<file path="src/hw/rtl/xor_checked_frame_deframer_defines.svh">
// ---------------------------------------------------------------------------
// Assertion macros
// Shared check macros for the frame deframer.
// ---------------------------------------------------------------------------
`ifndef XOR_CHECKED_FRAME_DEFRAMER_DEFINES_SVH
`define XOR_CHECKED_FRAME_DEFRAMER_DEFINES_SVH

// Checks that a condition implies another in the same cycle.
`define XCFD_ASSERT_SAME(label, clk, rst_n, ante, cons, msg) \
  label: assert property (@(posedge clk) disable iff (!rst_n) (ante) |-> (cons)) \
    else $error(msg);

// Checks that a condition implies another in the following cycle.
`define XCFD_ASSERT_NEXT(label, clk, rst_n, ante, cons, msg) \
  label: assert property (@(posedge clk) disable iff (!rst_n) (ante) |=> (cons)) \
    else $error(msg);

`endif

</file>
<file path="src/hw/rtl/xcfd_pkg.sv">
// ---------------------------------------------------------------------------
// Frame deframer package
// Types and constants shared by the deframer modules.
// ---------------------------------------------------------------------------
package xcfd_pkg;

  typedef enum logic [2:0] {
    PH_HUNT   = 3'd0,
    PH_LEN_HI = 3'd1,
    PH_LEN_LO = 3'd2,
    PH_CMD_HI = 3'd3,
    PH_CMD_LO = 3'd4,
    PH_BODY   = 3'd5
  } phase_t;

  localparam logic [1:0] ST_OK        = 2'd0;
  localparam logic [1:0] ST_BAD_CHECK = 2'd1;
  localparam logic [1:0] ST_BAD_LEN   = 2'd2;

  localparam logic [15:0] MIN_FRAME = 16'd6;

  typedef struct packed {
    logic [1:0]  status;
    logic [15:0] command;
    logic [15:0] frame_length;
    logic [7:0]  computed_check;
    logic [7:0]  received_check;
  } res_t;

endpackage

</file>
<file path="src/hw/rtl/xor_checked_frame_deframer.sv">
// ---------------------------------------------------------------------------
// XOR-checked frame deframer
// Finds header-framed packets in a byte stream and reports one status word
// per frame.
// ---------------------------------------------------------------------------
// The in_ channel carries one received byte per word. A frame starts with a
// byte equal to the configured header, followed by a big-endian total length,
// a big-endian command and the body; its last byte must equal the inverted
// XOR of all bytes before it. A status word leaves on the out_ channel at the
// end of each frame, or as soon as a length outside 6 to MAX_FRAME is seen.
// The header value is written through cfg_wr_en and cfg_wr_data; the user must
// write it only while idle, which the block itself does not enforce. One byte
// is taken every cycle while the skid stage is empty; the per-byte state update
// is a single register-to-register step. A result is valid on the out_ channel
// once it reaches the output register. Reset clears the header to zero and
// returns to header hunting. When the receiver stalls, one result waits in the
// output register, one more in the skid stage and one byte in the input
// register; after that in_tready drops until the receiver takes a word.
// ---------------------------------------------------------------------------
`include "xor_checked_frame_deframer_defines.svh"

module xor_checked_frame_deframer #(
  parameter int MAX_FRAME = 256
) (
  input  logic        clk,
  input  logic        rst_n,
  input  logic        cfg_wr_en,
  input  logic [7:0]  cfg_wr_data,
  input  logic        in_tvalid,
  output logic        in_tready,
  input  logic [7:0]  in_tdata,   // [7:0] byte_in
  output logic        out_tvalid,
  input  logic        out_tready,
  output logic [55:0] out_tdata   // [1:0] status, [17:2] command,
                                  // [33:18] frame_length, [41:34] computed_check,
                                  // [49:42] received_check, [55:50] zero
);
  import xcfd_pkg::*;

  logic res_valid;
  logic res_ready;
  res_t res_data;
  res_t out_data;

  xcfd_parser #(
    .MAX_FRAME(MAX_FRAME)
  ) u_parser (
    .clk        (clk),
    .rst_n      (rst_n),
    .cfg_wr_en  (cfg_wr_en),
    .cfg_wr_data(cfg_wr_data),
    .in_tvalid  (in_tvalid),
    .in_tready  (in_tready),
    .in_byte    (in_tdata),
    .res_ready  (res_ready),
    .res_valid  (res_valid),
    .res_data   (res_data)
  );

  xcfd_out_reg u_out_reg (
    .clk      (clk),
    .rst_n    (rst_n),
    .res_valid(res_valid),
    .res_ready(res_ready),
    .res_data (res_data),
    .out_valid(out_tvalid),
    .out_ready(out_tready),
    .out_data (out_data)
  );

  assign out_tdata = {6'b000000, out_data.received_check, out_data.computed_check,
                      out_data.frame_length, out_data.command, out_data.status};

  `XCFD_ASSERT_SAME(a_ok_matches, clk, rst_n,
    out_tvalid && out_data.status == ST_OK,
    out_data.computed_check == out_data.received_check,
    "ok status with differing check bytes")
  `XCFD_ASSERT_SAME(a_bad_check_differs, clk, rst_n,
    out_tvalid && out_data.status == ST_BAD_CHECK,
    out_data.computed_check != out_data.received_check,
    "checksum error with matching check bytes")
  `XCFD_ASSERT_SAME(a_bad_len_fields, clk, rst_n,
    out_tvalid && out_data.status == ST_BAD_LEN,
    out_data.command == 16'h0000 && out_data.computed_check == 8'h00
      && out_data.received_check == 8'h00,
    "length error with nonzero frame fields")
  `XCFD_ASSERT_NEXT(a_stall_blocks_input, clk, rst_n,
    res_valid && !res_ready,
    1'b0,
    "result produced while output stage full")

endmodule

</file>
<file path="src/hw/rtl/xcfd_parser.sv">
// ---------------------------------------------------------------------------
// Frame parser
// Input byte register, frame state and the per-byte state update.
// ---------------------------------------------------------------------------
module xcfd_parser #(
  parameter int MAX_FRAME = 256
) (
  input  logic          clk,
  input  logic          rst_n,
  input  logic          cfg_wr_en,
  input  logic [7:0]    cfg_wr_data,
  input  logic          in_tvalid,
  output logic          in_tready,
  input  logic [7:0]    in_byte,
  input  logic          res_ready,
  output logic          res_valid,
  output xcfd_pkg::res_t res_data
);
  import xcfd_pkg::*;

  localparam logic [15:0] MaxLen = 16'(MAX_FRAME);

  logic [7:0]  header_byte_r;
  logic [7:0]  byte_r;
  logic        vld_r, vld_nxt;
  phase_t      phase_r, phase_nxt;
  logic [15:0] len_r, len_nxt;
  logic [15:0] cmd_r, cmd_nxt;
  logic [7:0]  xor_r, xor_nxt;
  logic [15:0] pos_r, pos_nxt;
  logic        advance;
  logic        emit;
  logic [15:0] len_full;
  logic [7:0]  calc;
  logic [16:0] pos_plus1;

  assign advance   = vld_r && res_ready;
  assign in_tready = !vld_r || advance;
  assign vld_nxt   = (in_tvalid && in_tready) || (vld_r && !advance);
  assign len_full  = {len_r[15:8], byte_r};
  assign calc      = ~xor_r;
  assign pos_plus1 = {1'b0, pos_r} + 17'd1;

  always_comb begin
    phase_nxt = phase_r;
    len_nxt   = len_r;
    cmd_nxt   = cmd_r;
    xor_nxt   = xor_r;
    pos_nxt   = pos_r;
    emit      = 1'b0;
    res_data  = '0;
    unique case (phase_r)
      PH_LEN_HI: begin
        len_nxt   = {byte_r, 8'h00};
        xor_nxt   = xor_r ^ byte_r;
        pos_nxt   = 16'd2;
        phase_nxt = PH_LEN_LO;
      end
      PH_LEN_LO: begin
        len_nxt   = len_full;
        xor_nxt   = xor_r ^ byte_r;
        pos_nxt   = 16'd3;
        phase_nxt = PH_CMD_HI;
        if (len_full < MIN_FRAME || len_full > MaxLen) begin
          emit                  = 1'b1;
          res_data.status       = ST_BAD_LEN;
          res_data.frame_length = len_full;
          phase_nxt             = PH_HUNT;
        end
      end
      PH_CMD_HI: begin
        cmd_nxt   = {byte_r, 8'h00};
        xor_nxt   = xor_r ^ byte_r;
        pos_nxt   = 16'd4;
        phase_nxt = PH_CMD_LO;
      end
      PH_CMD_LO: begin
        cmd_nxt   = {cmd_r[15:8], byte_r};
        xor_nxt   = xor_r ^ byte_r;
        pos_nxt   = 16'd5;
        phase_nxt = PH_BODY;
      end
      PH_BODY: begin
        if (pos_plus1 == {1'b0, len_r}) begin
          emit                    = 1'b1;
          res_data.status         = (byte_r == calc) ? ST_OK : ST_BAD_CHECK;
          res_data.command        = cmd_r;
          res_data.frame_length   = len_r;
          res_data.computed_check = calc;
          res_data.received_check = byte_r;
          phase_nxt               = PH_HUNT;
        end else begin
          xor_nxt = xor_r ^ byte_r;
          pos_nxt = pos_plus1[15:0];
        end
      end
      default: begin
        phase_nxt = PH_HUNT;
        if (byte_r == header_byte_r) begin
          xor_nxt   = byte_r;
          pos_nxt   = 16'd1;
          phase_nxt = PH_LEN_HI;
        end
      end
    endcase
  end

  assign res_valid = advance && emit;

  always_ff @(posedge clk) begin
    if (!rst_n) begin
      header_byte_r <= 8'h00;
      vld_r         <= 1'b0;
      phase_r       <= PH_HUNT;
    end else begin
      vld_r <= vld_nxt;
      if (cfg_wr_en) begin
        header_byte_r <= cfg_wr_data;
      end
      if (advance) begin
        phase_r <= phase_nxt;
      end
    end
  end

  always_ff @(posedge clk) begin
    if (in_tvalid && in_tready) begin
      byte_r <= in_byte;
    end
    if (advance) begin
      len_r <= len_nxt;
      cmd_r <= cmd_nxt;
      xor_r <= xor_nxt;
      pos_r <= pos_nxt;
    end
  end

endmodule

</file>
<file path="src/hw/rtl/xcfd_out_reg.sv">
// ---------------------------------------------------------------------------
// Result register
// Output register with a skid stage so the parser keeps running while a
// result waits to be taken.
// ---------------------------------------------------------------------------
module xcfd_out_reg (
  input  logic           clk,
  input  logic           rst_n,
  input  logic           res_valid,
  output logic           res_ready,
  input  xcfd_pkg::res_t res_data,
  output logic           out_valid,
  input  logic           out_ready,
  output xcfd_pkg::res_t out_data
);
  import xcfd_pkg::*;

  res_t head_r;
  res_t skid_r;
  logic head_vld_r;
  logic skid_vld_r;

  assign res_ready = !skid_vld_r;
  assign out_valid = head_vld_r;
  assign out_data  = head_r;

  always_ff @(posedge clk) begin
    if (!rst_n) begin
      head_vld_r <= 1'b0;
      skid_vld_r <= 1'b0;
    end else if (!head_vld_r || out_ready) begin
      head_vld_r <= skid_vld_r || res_valid;
      skid_vld_r <= 1'b0;
    end else if (res_valid && !skid_vld_r) begin
      skid_vld_r <= 1'b1;
    end
  end

  always_ff @(posedge clk) begin
    if (!head_vld_r || out_ready) begin
      head_r <= skid_vld_r ? skid_r : res_data;
    end else if (res_valid && !skid_vld_r) begin
      skid_r <= res_data;
    end
  end

endmodule
</file>
<file path="config.mk">
export PLATFORM = sky130hd
export DESIGN_NAME = xor_checked_frame_deframer
export DESIGN_NICKNAME = d
export VERILOG_FILES = /design/src/hw/rtl/xcfd_pkg.sv /design/src/hw/rtl/xor_checked_frame_deframer.sv /design/src/hw/rtl/xcfd_parser.sv /design/src/hw/rtl/xcfd_out_reg.sv
export VERILOG_INCLUDE_DIRS = /design/src /design/src/hw/rtl
export SDC_FILE = /design/constraint.sdc
export NUM_CORES = 1
export LEC_CHECK = 0
export ABC_AREA = 1
export BUFFER_PORTS_ARGS = -buffer_cell sky130_fd_sc_hd__buf_4
export CORE_ASPECT_RATIO = 0.7
export CORE_MARGIN = 3
export CORE_UTILIZATION = 50
export DETAILED_ROUTE_END_ITERATION = 7
export PLACE_DENSITY = 0.72
export SLEW_MARGIN = 20
export SYNTH_ARGS = -nofsm -noshare
export SYNTH_HDL_FRONTEND = slang
export SYNTH_SLANG_ARGS = --single-unit
</file>
<file path="constraint.sdc">
create_clock -name clk -period 4.2 [get_ports clk]
set_input_delay 0.42 -clock clk [delete_from_list [all_inputs] [get_ports clk]]
set_output_delay 0.42 -clock clk [all_outputs]
set_load 0.03 [all_outputs]
</file>
==> reports/results.ini, run 1 <==
[run_status]
outcome = completed

[clocking]
cts_resized = 0
clkSinkCount = 178
cts.path.max_buffers = 2
postCtsHoldBufs = 0
cts_root_buf = clkbuf_16
htree_levels = 4
postCtsSetupRepairBufs = 0
worstSkewPairLatency_ns = 0.43
tritoncts = done
cts-buffers-inserted = 17
path_clk_slew_ns = 0.07

[layout]
num_antenna_cells = 0
stdcell_area_um2 = 9430
area_growth_pct = 15.8
layout_common_cells = 199 x nand2_1, 164 x edfxtp_1, 152 x nor2_1
layout_commonest_cell = nand2_1
layout-drive-gt1-share = 0.150
postLayoutCoreUtil = 0.599
nNetsFinal = 929

[pwr]
comb_power_share = 0.040
irDropWorstVdd_uv = 257
powerDensity_nw_per_um2 = 385
p_int_mw = 2.77
p_sw_frac = 0.235
p_leak_nw = 4.11
seq_power_share = 0.543
switchingPower_mw = 0.851
clkPwrFrac = 0.418

[critical_path]
slowest_delay_ns = 0.55
critPathLaunch = u_parser.pos_r[0]$_DFFE_PP_
worst-path-stages = 16
crit_fanout = 50
crit_end = u_out_reg.skid_r[16]$_DFFE_PP_
r2r_slack_ns = 0.89
worstPathRequired_ns = 4.26
path_delay_family = simple AND/OR/NAND/NOR gates
crit_buf_inv = 1
regToRegStartpoint = u_parser.pos_r[0]$_DFFE_PP_
critPathSlowestCell = buf_4
cp_common_cell = nand2_1
cp.arrival_ns = 3.37
r2r_end = u_out_reg.skid_r[16]$_DFFE_PP_
crit_path_end_kind = register
ff2ff_path_depth = 16
critical_path_class = reg2reg
cp-start-kind = register
worstPathCellList = ha_1 -> nand2_2 -> nor2_4 -> nand3_1 -> nand2_1 -> nand2_1 -> nand2_1 -> nand2_1 -> nor2_1 -> nand2_1 -> nor2_2 -> nand3_4 -> nand2_1 -> nand2_1 -> nor2_4 -> buf_4

[min_path]
min_path_type = in2reg
hold_depth = 1

[placed_design]
dpl.hpwl_um = 13000
routabilityCongestion = 0.970
portBuffers = 72
placed_area_um2 = 8860

[timing]
finalHoldViolCount = 0
fmax_mhz = 302
setup_violations = 0
worstMarginPinSlew_ns = 0.862
drv_slew = 0
hold_ws_ns = 0.168
timing.setup.tns_ns = 0
rsz0062_at_grt = no
period_needed_ns = 3.31
skew_ns = 0.0117
period_share = 0.787
relSlewSlack = 0.424

[grt]
grt_use_total = 0.214
grt_pass1_vias = 5459
grt-ovfl-total = 0
grt_pass1_wl_um = 29300
grt_antenna_before_repair = 0
grt_start_max_net_pins = 85

[routing]
drt_iter0_drc = 587
drc = 0
post_drt_wl_per_cell_um = 16.3
viasPerCell = 5.21
finalWirelength_um = 18600
num_vias = 5943
ant_nets = 0
firstDrtPassIters = 5

[floorplanning]
core_area_um2 = 15700
die_area_um2 = 17900
start_util = 0.517
io_pins = 79
die_y_um = 113
rows = 38
die_w_um = 159

[logic_synthesis]
netlist_instances = 837
synthDistinctLibCells = 36
ys_seq_elements = 178
yosys_warnings = 0
syn_area_per_cell_um2 = 9.73
synth_seq_area_share = 0.639
synthesis.area_um2 = 8140

[flow_run]
drv_cap = 0

-- synthesized netlist by cell type (all sizes together) --
cell type  number  area, um^2
o2111ai         1        8.76
conb            1        3.75
o21bai          1        7.51
nor4            3        18.8
o211ai          2        15.0
ha              1        12.5
inv            91         342
nor2          161         649
nand4          16         100
xnor2           4        35.0
a21oi          46         234
edfxtp        164        4920
nand3b          1        7.51
nor3            6        30.0
or2            14        87.6
a31oi           1        6.26
dfxtp          14         280
clkbuf         17        63.8
nand2         204         783
nand3          36         193
buf            14         101
xor2            9        78.8
o21ai          28         151
clkinv          2        7.51
-- power by group through the flow --
| stage | logic (mW) | registers, mW | clock network, mW |
|---|---|---|---|
| after global placement | 0.137 | 2.00 | 0 |
| after detailed placement | 0.140 | 2.00 | 0 |
| after CTS | 0.141 | 1.96 | 1.54 |
| after floorplan | 0.0932 | 2.00 | 0 |
| final | 0.144 | 1.97 | 1.51 |
| after global routing | 0.159 | 1.97 | 1.61 |
-- sequential cells by signal, indices dropped and copies added, names as in the netlist, 8 cells and up --
signal,cells
u_parser.xor_r,8
u_parser.header_byte_r,8
u_parser.pos_r,16
u_parser.len_r,16
u_parser.cmd_r,16
u_out_reg.skid_r,50
u_out_reg.out_data,50
u_parser.byte_r,8
-- cell families (layout without fill, tap and decap cells) --
logic type / Yosys count / count (layout) / synth area share
compound gates: 79 / 79 / 0.0519
xor+xnor: 13 / 13 / 0.0140
fa+ha+maj: 1 / 1 / 0.00154
buf+inv: 124 / 202 / 0.0632
flops: 178 / 178 / 0.639
other cells: 1 / 6 / 0.000461
simple gates: 441 / 441 / 0.230
-- metal layers --
metal | GRT usage | vias up | wire, um
met3 | 0.0654 | 19 | 1890
li1 | - | 2881 | -
met4 | 0.0453 | 0 | 194
met5 | 0 | - | 0
met2 | 0.299 | 279 | 7740
met1 | 0.333 | 2764 | 8790
-- cell type report --
cell class	instances	area (um^2)
tap	220	275
sequential	178	5200
timing repair buffer	77	578
clock inverter	15	145
fill	1311	6310
inverter	93	349
clock buffer	17	425
multi-input combinational	540	2450
-- worst register-to-register path, stage by stage, from the launching register on --
cell and delay, ns:
edfxtp_1 0.43, ha_1 0.25, nand2_2 0.10, nor2_4 0.20, nand3_1 0.13, nand2_1 0.10, nand2_1 0.07, nand2_1 0.06
nand2_1 0.07, nor2_1 0.11, nand2_1 0.09, nor2_2 0.16, nand3_4 0.22, nand2_1 0.16, nand2_1 0.12, nor2_4 0.09
buf_4 0.55
-- worst min-delay path by stage --
stage	from	end	slack (ns)
finish	in_tdata[6]	u_parser.byte_r[6]$_DFFE_PP_	0.17
detailed placement	u_parser.header_byte_r[4]$_SDFFE_PN0P_	u_parser.header_byte_r[4]$_SDFFE_PN0P_	0.50
CTS	in_tdata[6]	u_parser.byte_r[6]$_DFFE_PP_	0.15
global placement	u_parser.header_byte_r[3]$_SDFFE_PN0P_	u_parser.header_byte_r[3]$_SDFFE_PN0P_	0.50
floorplan	u_parser.phase_r[1]$_SDFFE_PN0P_	u_parser.phase_r[1]$_SDFFE_PN0P_	0.48
global route	in_tdata[6]	u_parser.byte_r[6]$_DFFE_PP_	0.15
-- per-stage QoR --
stage          power, mW  cells  setup slack, ns
4_1_cts             3.65   1140            0.961
3_5_place_dp        2.14   1108            0.995
2_1_floorplan       2.09    842            0.676
6_report            3.62   1140            0.894
5_1_grt             3.74   1140            0.644
3_3_place_gp        2.14   1108             1.11
No activity file was read; power rests on OpenSTA's default activity.
==> inputs of run 2 (changes only) <==
--- a/config.mk
+++ b/config.mk
@@ -6,13 +6,13 @@
 export SDC_FILE = /design/constraint.sdc
 export NUM_CORES = 1
 export LEC_CHECK = 0
-export ABC_AREA = 1
+export ABC_AREA = 0
 export BUFFER_PORTS_ARGS = -buffer_cell sky130_fd_sc_hd__buf_4
 export CORE_ASPECT_RATIO = 0.7
 export CORE_MARGIN = 3
 export CORE_UTILIZATION = 50
 export DETAILED_ROUTE_END_ITERATION = 7
-export PLACE_DENSITY = 0.72
+export PLACE_DENSITY = 0.69
 export SLEW_MARGIN = 20
 export SYNTH_ARGS = -nofsm -noshare
 export SYNTH_HDL_FRONTEND = slang
==> constraint.sdc (replaced) <==
create_clock -name clk -period 3.39 [get_ports clk]
set_input_delay 0.339 -clock clk [delete_from_list [all_inputs] [get_ports clk]]
set_output_delay 0.339 -clock clk [all_outputs]
set_load 0.03 [all_outputs]
==> reports/results.ini, run 2 <==
[grt]
grt_use_total = 0.214
grt_start_max_net_pins = 94
grt_pass1_vias = 5550
grt_pass1_wl_um = 30400
grt-ovfl-total = 0
grt_antenna_before_repair = 0

[clocking]
postCtsHoldBufs = 0
worstSkewPairLatency_ns = 0.43
cts-buffers-inserted = 17
cts.path.max_buffers = 2
cts_root_buf = clkbuf_16
path_clk_slew_ns = 0.07
tritoncts = done
htree_levels = 4
clkSinkCount = 178

[timing]
period_needed_ns = 3.31
finalHoldViolCount = 0
relSlewSlack = 0.470
setup_violations = 0
worstMarginPinSlew_ns = 0.792
drv_slew = 0
fmax_mhz = 302
period_share = 0.975
timing.setup.tns_ns = 0
worst_slack_ns = 0.0840
skew_ns = 0.00707

[logic_synthesis]
yosys_warnings = 0
synthTopCellsByCount = 164 x edfxtp_1, 58 x nand2_1, 44 x and2_1
ys_seq_elements = 178
synthTopCellsByArea = edfxtp_1 58%, xnor2_1 3.4%, dfxtp_1 3.3%, and2_1 3.2%, nor2b_1 3.0%
netlist_instances = 690
async_flop_share = 0
yosysTopAreaCell = edfxtp_1
yosysMostFrequentCell = edfxtp_1
syn_area_per_cell_um2 = 12.3
synth_seq_area_share = 0.611
synth_edf_count = 164
synthDistinctLibCells = 61
synthesis.area_um2 = 8520
ys.flop_type = edfxtp_1
synth_top_area_frac = 0.578

[layout]
stdcell_area_um2 = 10200
num_antenna_cells = 0
layout_common_cells = 164 x edfxtp_1, 113 x buf_4, 58 x nand2_1
nNetsFinal = 807
n_fill_cell = 1334
area_growth_pct = 20.3
layout-drive-gt1-share = 0.227
layout_commonest_cell = edfxtp_1

[routing]
drc = 0
drt_iter0_drc = 538
finalWirelength_um = 19800
ant_nets = 0
num_vias = 5699
viasPerCell = 5.57
post_drt_wl_per_cell_um = 19.4
firstDrtPassIters = 5

[critical_path]
cp.arrival_ns = 3.45
worstPathCellList = ha_4 -> nand4_4 -> buf_4 -> nor2_1 -> a22oi_1 -> nand4b_1 -> or4_4 -> or3_4 -> a211oi_4 -> buf_6 -> clkbuf_16
slowest_delay_ns = 0.51
worstPathRequired_ns = 3.53
critPathSlowestCell = or4_4
r2r_slack_ns = 0.08
r2r_end = u_out_reg.skid_r[39]$_DFFE_PP_
cp-start-kind = register
path_delay_family = simple AND/OR/NAND/NOR gates
crit_fanout = 11
worst-path-stages = 11
crit_path_end_kind = register
critical_path_class = reg2reg
ff2ff_path_depth = 11
crit_buf_inv = 3
regToRegStartpoint = u_parser.pos_r[1]$_DFFE_PP_

[placed_design]
pre_cts_slack_ns = 0.0403
placed_area_um2 = 9460
routabilityCongestion = 0.931
portBuffers = 72
dpl.hpwl_um = 13100

[min_path]
min_path_type = in2reg
hold_end = u_parser.byte_r[2]$_DFFE_PP_
hold_depth = 1
hold_start = in_tdata[2]

[run_status]
outcome = completed

[pwr]
irDropWorstVdd_uv = 309
total_power_mw = 4.85
powerDensity_nw_per_um2 = 474
p_leak_nw = 3.77

[floorplanning]
start_util = 0.516
die_w_um = 162
io_pins = 79
die_area_um2 = 18700
core_area_um2 = 16500
die_y_um = 115
rows = 39

[flow_run]
drv_cap = 0

run 2: cell count changes after synthesis, sizes merged, moves of 30 or more:
cell and delta:
nand2 -146, nand2b +39, nor2b +41, nor2 -136, xnor2 +30, inv -82, and2 +44
run 2: logic make-up (layout without fill, tap and decap cells):
logic type | after synthesis | count (layout) | synth area share
fa+ha+maj | 1 | 1 | 0.00147
other cells | 1 | 6 | 0.000440
buf+inv | 59 | 162 | 0.0348
flops | 178 | 178 | 0.611
simple gates | 263 | 263 | 0.179
xor+xnor | 49 | 49 | 0.0529
compound gates | 122 | 122 | 0.100
mux | 17 | 17 | 0.0200
run 2: worst max path at each step:
stage                     slack (ns)                             end                         from
after detailed placement        0.04  u_out_reg.skid_r[14]$_DFFE_PP_  u_parser.pos_r[1]$_DFFE_PP_
after global placement          0.06  u_out_reg.skid_r[12]$_DFFE_PP_  u_parser.pos_r[1]$_DFFE_PP_
after floorplan                -0.80   u_out_reg.skid_r[0]$_DFFE_PP_  u_parser.pos_r[0]$_DFFE_PP_
after global routing          -0.003  u_out_reg.skid_r[17]$_DFFE_PP_  u_parser.pos_r[1]$_DFFE_PP_
final                           0.08  u_out_reg.skid_r[39]$_DFFE_PP_  u_parser.pos_r[1]$_DFFE_PP_
after CTS                       0.02  u_out_reg.skid_r[10]$_DFFE_PP_  u_parser.pos_r[1]$_DFFE_PP_
run 2: metrics by stage:
stage,hold WS (ns),utilization,cells
floorplan,0.438,-,695
global placement,0.510,0.574,981
detailed placement,0.518,0.574,981
CTS,0.0714,0.612,1013
global route,0.0692,0.621,1023
finish,0.0860,0.621,1023
run 2: routing by layer:
layer | wire, um | vias up | share of wire | GRT usage
met1 | 9280 | 2776 | 0.47 | 0.310
met3 | 1390 | 20 | 0.070 | 0.0504
met4 | 261 | 0 | 0.013 | 0.0568
li1 | - | 2667 | - | -
met5 | 0 | - | 0 | 0
met2 | 8880 | 236 | 0.45 | 0.329
run 2: what timing repair did:
| item | in CTS | in global routing |
|---|---|---|
| endpoints found under the setup margin | 0 | 108 |
| gates resized for setup | 0 | 9 |
| buffers inserted | 0 | 7 |
run 2: worst register-to-register path: stages, from the launching register on:
cell and delay, ns:
edfxtp_1 0.48, ha_4 0.22, nand4_4 0.13, buf_4 0.16, nor2_1 0.07, a22oi_1 0.25
nand4b_1 0.16, or4_4 0.51, or3_4 0.37, a211oi_4 0.32, buf_6 0.19, clkbuf_16 0.18
run 2: cell type report:
cell class / count / area [um^2] / share of cell area
Inverter: 9 / 33.8 / 0.00330
Multi-Input combinational cell: 458 / 3100 / 0.302
Clock buffer: 17 / 425 / 0.0415
Timing Repair Buffer: 121 / 1000 / 0.0977
Tap cell: 225 / 282 / 0.0275
Clock inverter: 15 / 203 / 0.0198
Sequential cell: 178 / 5210 / 0.508
run 2: power by group:
| group | leakage [nW] | total, mW | switching (mW) | internal [mW] |
|---|---|---|---|---|
| Clock | 0.286 | 2.07 | 0.886 | 1.18 |
| Combinational | 1.72 | 0.311 | 0.176 | 0.135 |
| Sequential | 1.76 | 2.47 | 0.0465 | 2.43 |
